[src/rtl/core/rvar_pkg.sv]
package rvar_pkg;

    localparam int TERM_W         = 31;
    localparam int ID_W           = 4;
    localparam int CNT_W          = 7;
    localparam int CFG_IDX_W      = 1;
    localparam int LOG_DEPTH_DEF  = 1024;
    localparam int MAX_BATCH_DEF  = 64;

    localparam logic [CFG_IDX_W-1:0] REG_BASE_INDEX = 1'b0;
    localparam logic [CFG_IDX_W-1:0] REG_BASE_TERM  = 1'b1;

    localparam logic KIND_VOTE   = 1'b0;
    localparam logic KIND_APPEND = 1'b1;

    localparam logic signed [31:0] CTERM_NONE = -32'sd1;
    localparam logic [TERM_W-1:0]  IDX_MAX    = {TERM_W{1'b1}};

    typedef enum logic [1:0] {
        MODE_VOTE  = 2'd0,
        MODE_HDR   = 2'd1,
        MODE_ENTRY = 2'd2,
        MODE_NONE  = 2'd3
    } t_mode;

    typedef enum logic [1:0] {
        S_IDLE,
        S_PROC,
        S_WALK,
        S_FIN
    } t_state;

    typedef struct packed {
        t_mode              mode;
        logic [TERM_W-1:0]  msg_term;
        logic [ID_W-1:0]    sender_id;
        logic [TERM_W-1:0]  log_index;
        logic [TERM_W-1:0]  log_term;
        logic [TERM_W-1:0]  leader_commit;
        logic [CNT_W-1:0]   entry_count;
        logic [TERM_W-1:0]  entry_term;
    } t_in_item;

    typedef struct packed {
        logic               reply_kind;
        logic [TERM_W-1:0]  reply_term;
        logic               accepted;
        logic signed [31:0] conflict_term;
        logic [TERM_W-1:0]  conflict_index;
        logic [TERM_W-1:0]  log_end;
        logic               timer_reset;
        logic               persist_needed;
        logic [TERM_W-1:0]  commit_index;
        logic               overflow;
    } t_out_item;

    function automatic logic [TERM_W-1:0] sat31(input logic [31:0] v);
        sat31 = v[31] ? IDX_MAX : v[TERM_W-1:0];
    endfunction

    function automatic t_out_item mk_reply(
        input logic               kind,
        input logic [TERM_W-1:0]  term,
        input logic               acc,
        input logic signed [31:0] cterm,
        input logic [TERM_W-1:0]  cidx,
        input logic [TERM_W-1:0]  lend,
        input logic               timer,
        input logic               persist,
        input logic [TERM_W-1:0]  commit,
        input logic               ovf
    );
        t_out_item r;
        r.reply_kind     = kind;
        r.reply_term     = term;
        r.accepted       = acc;
        r.conflict_term  = cterm;
        r.conflict_index = cidx;
        r.log_end        = lend;
        r.timer_reset    = timer;
        r.persist_needed = persist;
        r.commit_index   = commit;
        r.overflow       = ovf;
        mk_reply = r;
    endfunction

endpackage

[src/rtl/core/rvar_ctrl.sv]
module rvar_ctrl #(
    parameter int LOG_DEPTH = rvar_pkg::LOG_DEPTH_DEF,
    parameter int MAX_BATCH = rvar_pkg::MAX_BATCH_DEF,
    localparam int AW = $clog2(LOG_DEPTH)
) (
    input  logic                           i_clk,
    input  logic                           i_rst_n,
    input  logic                           i_in_valid,
    output logic                           o_in_ready,
    input  rvar_pkg::t_in_item             i_in_data,
    output logic                           o_out_valid,
    input  logic                           i_out_ready,
    output rvar_pkg::t_out_item            o_out_data,
    input  logic                           i_cfg_we,
    input  logic [rvar_pkg::CFG_IDX_W-1:0] i_cfg_idx,
    input  logic [rvar_pkg::TERM_W-1:0]    i_cfg_data,
    output logic                           o_rd_en,
    output logic [AW-1:0]                  o_rd_addr,
    input  logic [rvar_pkg::TERM_W-1:0]    i_rd_data,
    output logic                           o_wr_en,
    output logic [AW-1:0]                  o_wr_addr,
    output logic [rvar_pkg::TERM_W-1:0]    o_wr_data
);
    import rvar_pkg::*;

    localparam int SLW = AW + 1;
    localparam int ELW = $clog2(MAX_BATCH + 1);

    t_state            r_state, n_state;
    logic [TERM_W-1:0] r_base_index, n_base_index;
    logic [TERM_W-1:0] r_base_term, n_base_term;
    logic [TERM_W-1:0] r_term, n_term;
    logic              r_vote_valid, n_vote_valid;
    logic [ID_W-1:0]   r_voted_id, n_voted_id;
    logic [SLW-1:0]    r_len, n_len;
    logic [TERM_W-1:0] r_committed, n_committed;
    logic [ELW-1:0]    r_left, n_left;
    logic              r_append_ok, n_append_ok;
    logic [SLW-1:0]    r_next, n_next;
    logic [TERM_W-1:0] r_pending, n_pending;
    t_in_item          r_in, n_in;
    logic [TERM_W-1:0] r_walk, n_walk;
    logic              r_first, n_first;
    logic [TERM_W-1:0] r_cterm, n_cterm;
    logic              r_persist, n_persist;
    logic              r_out_valid, n_out_valid;
    t_out_item         r_out, n_out;

    logic              go;
    logic              newer;
    logic              can_vote;
    logic              up_to_date;
    logic              match;
    logic              walk_on;
    logic              ovf;
    logic [TERM_W-1:0] lterm;
    logic [TERM_W-1:0] tpos;
    logic [TERM_W-1:0] tw;
    logic [TERM_W-1:0] pos;
    logic [TERM_W-1:0] nc;
    logic [ELW-1:0]    clamp;
    logic [31:0]       lidx;
    logic [31:0]       log_end;
    logic [31:0]       last;

    always_ff @(posedge i_clk) begin
        if (!i_rst_n) begin
            r_state      <= S_IDLE;
            r_base_index <= '0;
            r_base_term  <= '0;
            r_term       <= '0;
            r_vote_valid <= 1'b0;
            r_voted_id   <= '0;
            r_len        <= SLW'(1);
            r_committed  <= '0;
            r_left       <= '0;
            r_append_ok  <= 1'b0;
            r_next       <= '0;
            r_pending    <= '0;
            r_out_valid  <= 1'b0;
        end else begin
            r_state      <= n_state;
            r_base_index <= n_base_index;
            r_base_term  <= n_base_term;
            r_term       <= n_term;
            r_vote_valid <= n_vote_valid;
            r_voted_id   <= n_voted_id;
            r_len        <= n_len;
            r_committed  <= n_committed;
            r_left       <= n_left;
            r_append_ok  <= n_append_ok;
            r_next       <= n_next;
            r_pending    <= n_pending;
            r_out_valid  <= n_out_valid;
        end
    end

    always_ff @(posedge i_clk) begin
        r_in      <= n_in;
        r_walk    <= n_walk;
        r_first   <= n_first;
        r_cterm   <= n_cterm;
        r_persist <= n_persist;
        r_out     <= n_out;
    end

    always_comb begin
        n_state      = r_state;
        n_base_index = r_base_index;
        n_base_term  = r_base_term;
        n_term       = r_term;
        n_vote_valid = r_vote_valid;
        n_voted_id   = r_voted_id;
        n_len        = r_len;
        n_committed  = r_committed;
        n_left       = r_left;
        n_append_ok  = r_append_ok;
        n_next       = r_next;
        n_pending    = r_pending;
        n_in         = r_in;
        n_walk       = r_walk;
        n_first      = r_first;
        n_cterm      = r_cterm;
        n_persist    = r_persist;
        n_out        = r_out;
        n_out_valid  = r_out_valid && !i_out_ready;

        o_rd_en   = 1'b0;
        o_rd_addr = '0;
        o_wr_en   = 1'b0;
        o_wr_addr = '0;
        o_wr_data = r_in.entry_term;

        go      = !r_out_valid || i_out_ready;
        newer   = r_in.msg_term > r_term;
        log_end = {1'b0, r_base_index} + 32'(r_len);
        lidx    = log_end - 32'd1;
        last    = log_end - 32'd1;
        lterm   = (r_len == SLW'(1)) ? r_base_term : i_rd_data;
        up_to_date = (r_in.log_term > lterm) ||
                     ((r_in.log_term == lterm) && ({1'b0, r_in.log_index} >= lidx));
        can_vote = !r_vote_valid || newer || (r_voted_id == r_in.sender_id);
        pos     = r_in.log_index - r_base_index;
        tpos    = (pos == '0) ? r_base_term : i_rd_data;
        clamp   = (32'(r_in.entry_count) > 32'(MAX_BATCH)) ? ELW'(MAX_BATCH)
                                                          : ELW'(r_in.entry_count);
        tw      = (r_walk == r_base_index) ? r_base_term : i_rd_data;
        match   = r_first || (tw == r_cterm);
        walk_on = (r_walk > r_committed) && (r_walk >= r_base_index) && match;
        nc      = ({1'b0, r_pending} < last) ? r_pending : last[TERM_W-1:0];
        ovf     = 32'(r_next) > 32'(LOG_DEPTH);

        if (i_cfg_we) begin
            if (i_cfg_idx == REG_BASE_INDEX) begin
                n_base_index = i_cfg_data;
            end else begin
                n_base_term = i_cfg_data;
            end
        end

        case (r_state)
            S_IDLE: begin
                if (i_in_valid) begin
                    n_in    = i_in_data;
                    o_rd_en = 1'b1;
                    case (i_in_data.mode)
                        MODE_VOTE: o_rd_addr = AW'(r_len - SLW'(1));
                        MODE_HDR:  o_rd_addr = AW'(i_in_data.log_index - r_base_index);
                        default:   o_rd_addr = AW'(r_next);
                    endcase
                    n_state = S_PROC;
                end
            end
            S_PROC: begin
                if (go) begin
                    n_state = S_IDLE;
                    case (r_in.mode)
                        MODE_VOTE: begin
                            n_left      = '0;
                            n_append_ok = 1'b0;
                            if (r_in.msg_term < r_term) begin
                                n_out_valid = 1'b1;
                                n_out = mk_reply(KIND_VOTE, r_term, 1'b0, '0, '0, '0,
                                                 1'b0, 1'b0, r_committed, 1'b0);
                            end else begin
                                if (newer) begin
                                    n_term       = r_in.msg_term;
                                    n_vote_valid = 1'b0;
                                end
                                n_out_valid = 1'b1;
                                if (can_vote && up_to_date) begin
                                    n_vote_valid = 1'b1;
                                    n_voted_id   = r_in.sender_id;
                                    n_out = mk_reply(KIND_VOTE, n_term, 1'b1, '0, '0, '0,
                                                     1'b1, 1'b1, r_committed, 1'b0);
                                end else begin
                                    n_out = mk_reply(KIND_VOTE, n_term, 1'b0, '0, '0, '0,
                                                     1'b0, newer, r_committed, 1'b0);
                                end
                            end
                        end
                        MODE_HDR: begin
                            n_left      = clamp;
                            n_append_ok = 1'b0;
                            if (r_in.msg_term < r_term) begin
                                n_out_valid = 1'b1;
                                n_out = mk_reply(KIND_APPEND, r_term, 1'b0, '0, '0, '0,
                                                 1'b0, 1'b0, r_committed, 1'b0);
                            end else begin
                                if (newer) begin
                                    n_term       = r_in.msg_term;
                                    n_vote_valid = 1'b0;
                                end
                                if (r_in.log_index < r_base_index) begin
                                    n_out_valid = 1'b1;
                                    n_out = mk_reply(KIND_APPEND, n_term, 1'b1, '0, '0, '0,
                                                     1'b1, newer, r_committed, 1'b0);
                                end else if ({1'b0, r_in.log_index} >= log_end) begin
                                    n_out_valid = 1'b1;
                                    n_out = mk_reply(KIND_APPEND, n_term, 1'b0, CTERM_NONE,
                                                     '0, sat31(log_end), 1'b1, newer,
                                                     r_committed, 1'b0);
                                end else if (tpos != r_in.log_term) begin
                                    n_walk    = r_in.log_index;
                                    n_first   = 1'b1;
                                    n_cterm   = tpos;
                                    n_persist = newer;
                                    n_state   = S_WALK;
                                end else begin
                                    n_append_ok = 1'b1;
                                    n_next      = SLW'(pos) + SLW'(1);
                                    n_pending   = r_in.leader_commit;
                                    if (clamp == '0) begin
                                        n_state = S_FIN;
                                    end
                                end
                            end
                        end
                        MODE_ENTRY: begin
                            if (r_left != '0) begin
                                n_left = r_left - ELW'(1);
                                if (r_append_ok) begin
                                    if ((r_next != '0) && (32'(r_next) < 32'(LOG_DEPTH))) begin
                                        if (r_next < r_len) begin
                                            if (i_rd_data != r_in.entry_term) begin
                                                o_wr_en   = 1'b1;
                                                o_wr_addr = AW'(r_next);
                                                n_len     = r_next + SLW'(1);
                                            end
                                        end else if (r_next == r_len) begin
                                            o_wr_en   = 1'b1;
                                            o_wr_addr = AW'(r_next);
                                            n_len     = r_next + SLW'(1);
                                        end
                                    end
                                    if (!ovf) begin
                                        n_next = r_next + SLW'(1);
                                    end
                                    if (r_left == ELW'(1)) begin
                                        n_state = S_FIN;
                                    end
                                end
                            end
                        end
                        default: ;
                    endcase
                end
            end
            S_WALK: begin
                if (go) begin
                    if (walk_on) begin
                        n_walk    = r_walk - TERM_W'(1);
                        n_first   = 1'b0;
                        o_rd_en   = 1'b1;
                        o_rd_addr = AW'(r_walk - TERM_W'(1) - r_base_index);
                    end else begin
                        n_out_valid = 1'b1;
                        n_out = mk_reply(KIND_APPEND, r_term, 1'b0, {1'b0, r_cterm},
                                         sat31({1'b0, r_walk} + 32'd1), sat31(log_end),
                                         1'b1, r_persist, r_committed, 1'b0);
                        n_state = S_IDLE;
                    end
                end
            end
            S_FIN: begin
                if (go) begin
                    if (nc > r_committed) begin
                        n_committed = nc;
                    end
                    n_append_ok = 1'b0;
                    n_out_valid = 1'b1;
                    if (ovf) begin
                        n_out = mk_reply(KIND_APPEND, r_term, 1'b0, CTERM_NONE, '0,
                                         sat31(log_end), 1'b1, 1'b1, n_committed, 1'b1);
                    end else begin
                        n_out = mk_reply(KIND_APPEND, r_term, 1'b1, '0, '0, '0,
                                         1'b1, 1'b1, n_committed, 1'b0);
                    end
                    n_state = S_IDLE;
                end
            end
            default: n_state = S_IDLE;
        endcase
    end

    assign o_in_ready  = (r_state == S_IDLE);
    assign o_out_valid = r_out_valid;
    assign o_out_data  = r_out;

    a_wr_in_proc: assert property (@(posedge i_clk) disable iff (!i_rst_n)
        o_wr_en |-> (r_state == S_PROC) && (r_in.mode == MODE_ENTRY))
        else $error("store write outside entry handling");

    a_wr_not_base: assert property (@(posedge i_clk) disable iff (!i_rst_n)
        o_wr_en |-> (o_wr_addr != '0))
        else $error("store position zero written");

    a_len_range: assert property (@(posedge i_clk) disable iff (!i_rst_n)
        $past(i_rst_n) |-> (r_len != '0) && (32'(r_len) <= 32'(LOG_DEPTH)))
        else $error("stored length out of range");

    a_commit_mono: assert property (@(posedge i_clk) disable iff (!i_rst_n)
        $past(i_rst_n) |=> r_committed >= $past(r_committed))
        else $error("commit index decreased");

endmodule

[config.mk]
export PLATFORM = sky130hd
export DESIGN_NAME = rvar_ctrl
export DESIGN_NICKNAME = d
export VERILOG_FILES = /design/src/rtl/core/rvar_pkg.sv /design/src/rtl/core/rvar_ctrl.sv
export SDC_FILE = /design/constraint.sdc
export NUM_CORES = 2
export LEC_CHECK = 0
export ABC_AREA = 1
export ABC_CLOCK_PERIOD_IN_PS = 27100
export BUFFER_PORTS_ARGS = -buffer_cell sky130_fd_sc_hd__buf_2
export CORE_UTILIZATION = 40
export DETAILED_ROUTE_END_ITERATION = 16
export GPL_TIMING_DRIVEN = 0
export PLACE_DENSITY_LB_ADDON = 0.08
export SLEW_MARGIN = 15
export SYNTH_ARGS = -nofsm -noshare
export SYNTH_HDL_FRONTEND = slang
export SYNTH_SLANG_ARGS = --single-unit
[constraint.sdc]
create_clock -name i_clk -period 27.1 [get_ports i_clk]
set_input_delay 5.42 -clock i_clk [delete_from_list [all_inputs] [get_ports i_clk]]
set_output_delay 5.42 -clock i_clk [all_outputs]
set_load 0.02 [all_outputs]
==> impl.org <==
** Layout
- Total Nets Final :: 6,189
- Area overhead of the layout relative to synthesis :: 16.9%
- Cell area after layout :: approximately 45,000 um2
- Fraction of layout instances using a drive strength above 1 :: 11.6%

** CTS
- Skew-Pair Late Insertion Delay :: 0.67 ns
- Clock transition at path regs :: 0.06 ns
- The number of setup buffers added after CTS is 0.
- Clock tree synthesis found a total of between 500 and 600 sinks.
- The clock passes through at most 3 buffers.
- The root buffer cell chosen for the clock tree is clkbuf_16.
- TritonCTS built the clock tree.
- Inserted Clock Buffers :: 72
- # H-tree levels :: 3
- Buffers inserted to repair hold after CTS numbered 0.
- Gates resized during post-CTS repair numbered 0.

** Timing
- Setup violations remaining at the end of the flow were counted as 0.
- Max Clock Skew :: roughly 0.026 ns
- PnR worst setup slack :: 13.42 ns
- Counting I/O delays and the setup requirement, the final critical path takes about 14 ns.
- Setup repair after global routing left no endpoint under its margin.
- For the pin with the worst max-slew slack, the measured transition is 1.09 ns.
- F_max :: 73.1 MHz
- In the finished design, the share of the clock period the worst path needs comes to between 50 and 60%.
- Summed over all failing endpoints, the final setup total negative slack is 0 ns.
- The final-report max-slew violation count was 0.
- Count of endpoints failing hold in the final timing report :: 0
- Rel. slew slack :: between 20% and 30%

** Global route
- Gr usage total :: between 30% and 40%
- The initial antenna violation count was 13.
- The via count of the first global-routing pass came to 34,600.
- The total overflow left after global routing is 0.
- First-pass GRT wire length :: 224,000 um
- Pin count of the biggest net entering global routing :: ~100

** Die
- Initial core utilization :: between 40% and 50%
- From left edge to right edge, the die measures 314 um.
- The floorplan step set the die height to roughly 310 um.
- Standard-cell rows :: roughly 110
- # IOs :: about 450
- Core area :: roughly 97,000 um2
- The floorplan step defined a die boundary enclosing around 99,000 um2.

** Logic synthesis
- Yosys instantiated no cell more often than nand2_1.
- Counting flops with a built-in enable in the synthesized netlist gives roughly 390.
- The synthesized design spends more area on one cell type than any other, namely edfxtp_1.
- Cell types with the largest area share after synthesis :: edfxtp_1 30%, nand2_1 12%, ha_1 10%
- Seq cells post-synth :: 586
- Post-synthesis area per instance :: 7.65 um2
- In this run, distinct cell masters in the synthesized netlist total 60.
- After synthesis, the largest area contributor takes up 30.3% of total cell area.
- After synthesis, flip-flops and latches occupy approximately two fifths of the total area.
- Cells after Synth :: 5,087
- When the netlist entered floorplanning its net count stood at 5,649.
- Most used standard cells in the synthesized netlist :: 1,278 x nand2_1, 734 x inv_1, 393 x edfxtp_1
- The Yosys step of the flow raised 0 warnings.
- The mapped netlist covers around 39,000 um2.
- In the synthesized netlist the dominant register cell turns out to be edfxtp_1.
- Proportion of synthesized flip-flops having asynchronous set or reset :: 0%

** Power
- The analysis attributes to cell leakage a power of 0.0215 uW.
- Dividing total power by cell area gives a power density of approximately 59 nW/um2.
- Peak VDD IR :: 40.1 uV

** Worst setup path
- CP Launch Point :: i_rd_data[15]
- Worst endpoint data arrival time :: 8.26 ns
- Measured in cells, the most critical reg-to-reg path has a length of 42.
- Gate family responsible for the most delay along the worst path :: simple AND/OR/NAND/NOR gates
- STA classifies the critical path startpoint as an input port.
- By startpoint and endpoint, the worst setup path is classified as in -> out.
- Among the stages of the critical path, the cell type that occurs most often is nand2_1.
- The startpoint identified for the worst register-to-register timing path is r_base_index[0].
- Endpoint class of the critical path :: output pin
- Max incr delay on CP :: ~0.47 ns
- Critical-path maximum fanout :: 10
- For the worst setup path, the data required time is 21.68 ns.
- Depth of the critical timing path with buffers and inverters included :: 13
- The critical path contains buffers and inverters numbering 3 combined.
- Among all stages on the critical path, the largest delay is contributed by o22ai_1.
- Critical path cell sequence :: buf_2 -> nand2_1 -> o21ai_0 -> xor2_1 -> nor4_1 -> nand2_1 -> nor2_1 -> nand2_1 -> nand2_1 -> nand4_1 -> clkbuf_1 -> o22ai_1 -> buf_2

** Routing
- DR WL/cell :: 22.5 um
- For this run, design rule violations remaining after detail routing come to 0.
- Via density per instance :: approximately 5.3
- Summing over every cut layer, the via total after detailed routing is around 37,000.
- Number of nets with antenna violations after routing :: 0
- In this run, the number of DRC markers left after iteration 0 of detailed routing was about 3,300.
- The routed design has 157,000 um of wire.
- The first detailed-routing pass ran for 5 iterations.

** Place
- Final estimated routing congestion in global placement :: 0.977
- Final HPWL from detailed placement :: ~130,000 um
- In this run the cell area measured after placement is ~43,000 um2.
- Worst slack after detailed placement :: around 13 ns
- During placement, the flow inserted port buffers numbering between 400 and 500.

** Flow run
- The tool flagged a number of max-cap violations equal to 0.

** Min path
- The min-delay analysis places its worst path in the category reg -> reg.
- Launch point of the worst hold path :: r_in[46]
- WHS Path Cells :: 2

** Run status
- The flow ran to the end, and the final reports show no timing, DRC or antenna violations.
[final timing paths]
path	to	slack, ns
worst max-delay path	o_rd_addr[1]	13.42
worst max register to register	o_out_data[10]	18.35
worst min-delay path	r_pending[8]	0.48
worst min register to register	r_pending[8]	0.48
[area by class of cell]
| cell class | instances | area, um2 |
|---|---|---|
| Antenna cell | 6 | 15.0 |
| Clock inverter | 33 | 327 |
| Clock buffer | 100 | 2010 |
| Inverter | 740 | 2790 |
| Buffer | 185 | 851 |
| Fill cell | 9889 | 51100 |
| Tap cell | 1276 | 1600 |
| Sequential cell | 586 | 15700 |
| Timing Repair Buffer | 466 | 2560 |
| Multi-Input combinational cell | 3576 | 19700 |
[metrics by stage]
| stage | cells | total power (uW) | util [%] | hold WS, ns |
|---|---|---|---|---|
| after floorplan | 5087 | 1500 | - | 0.447 |
| after global placement | 6814 | 1740 | 44.3 | 0.462 |
| after detailed placement | 6829 | 1730 | 44.7 | 0.467 |
| after CTS | 6962 | 2710 | 47.1 | 0.477 |
| after global routing | 6967 | 2810 | 47.1 | 0.492 |
| final | 6968 | 2700 | 47.1 | 0.476 |
[cell usage in the layout (no fill, tap or decap), types with 137 or more instances in the layout]
cell type  count
buf_2        474
nor2_1       376
clkbuf_1     140
edfxtp_1     393
a21oi_1      386
nand3_1      300
o21ai_0      313
inv_1        733
nand2_1     1278
nand4_1      137
dfxtp_1      193
ha_1         322
[cells by family (layout without fill, tap and decap cells)]
family          after synthesis  after routing  share of synthesized area (%)
buf+inv                     925           1524                           9.32
xor+xnor                    166            166                           3.79
simple gates               2269           2269                           24.9
other cells                   0              6                              0
flops                       586            586                           40.3
fa+ha+maj                   326            326                           10.6
compound gates              815            815                           11.2
[tightest hold or removal path, stage by stage (launching register included)]
cell and delay, ns:
edfxtp_1 0.32, nor2_1 0.04, nor2_1 0.08
[sequential cells by signal, summed over array words and instances (netlist names), 2 cells and up]
signal,flops
r_committed,31
o_wr_data,31
r_pending,31
r_base_term,31
r_base_index,31
r_next,11
r_walk,31
o_out_data,161
r_voted_id,4
r_term,31
r_cterm,31
r_in,137
r_state,2
r_len,11
r_left,7
[routing by layer]
| metal | up-vias | share of wire (%) | track usage [%] |
|---|---|---|---|
| met3 | 274 | 6.9 | 3.99 |
| met2 | 1379 | 46 | 50.6 |
| met5 | - | 0.024 | 0 |
| met4 | 6 | 4.1 | 12.6 |
| li1 | 18000 | - | - |
| met1 | 17400 | 43 | 41.5 |
[where the power goes]
part           switching [uW]  leakage, uW  internal (uW)  total, uW
combinational             422       0.0151            194        616
sequential               54.5      0.00529           1050       1110
clock                     414      0.00114            560        975
Power figures use the tool's default switching activity.
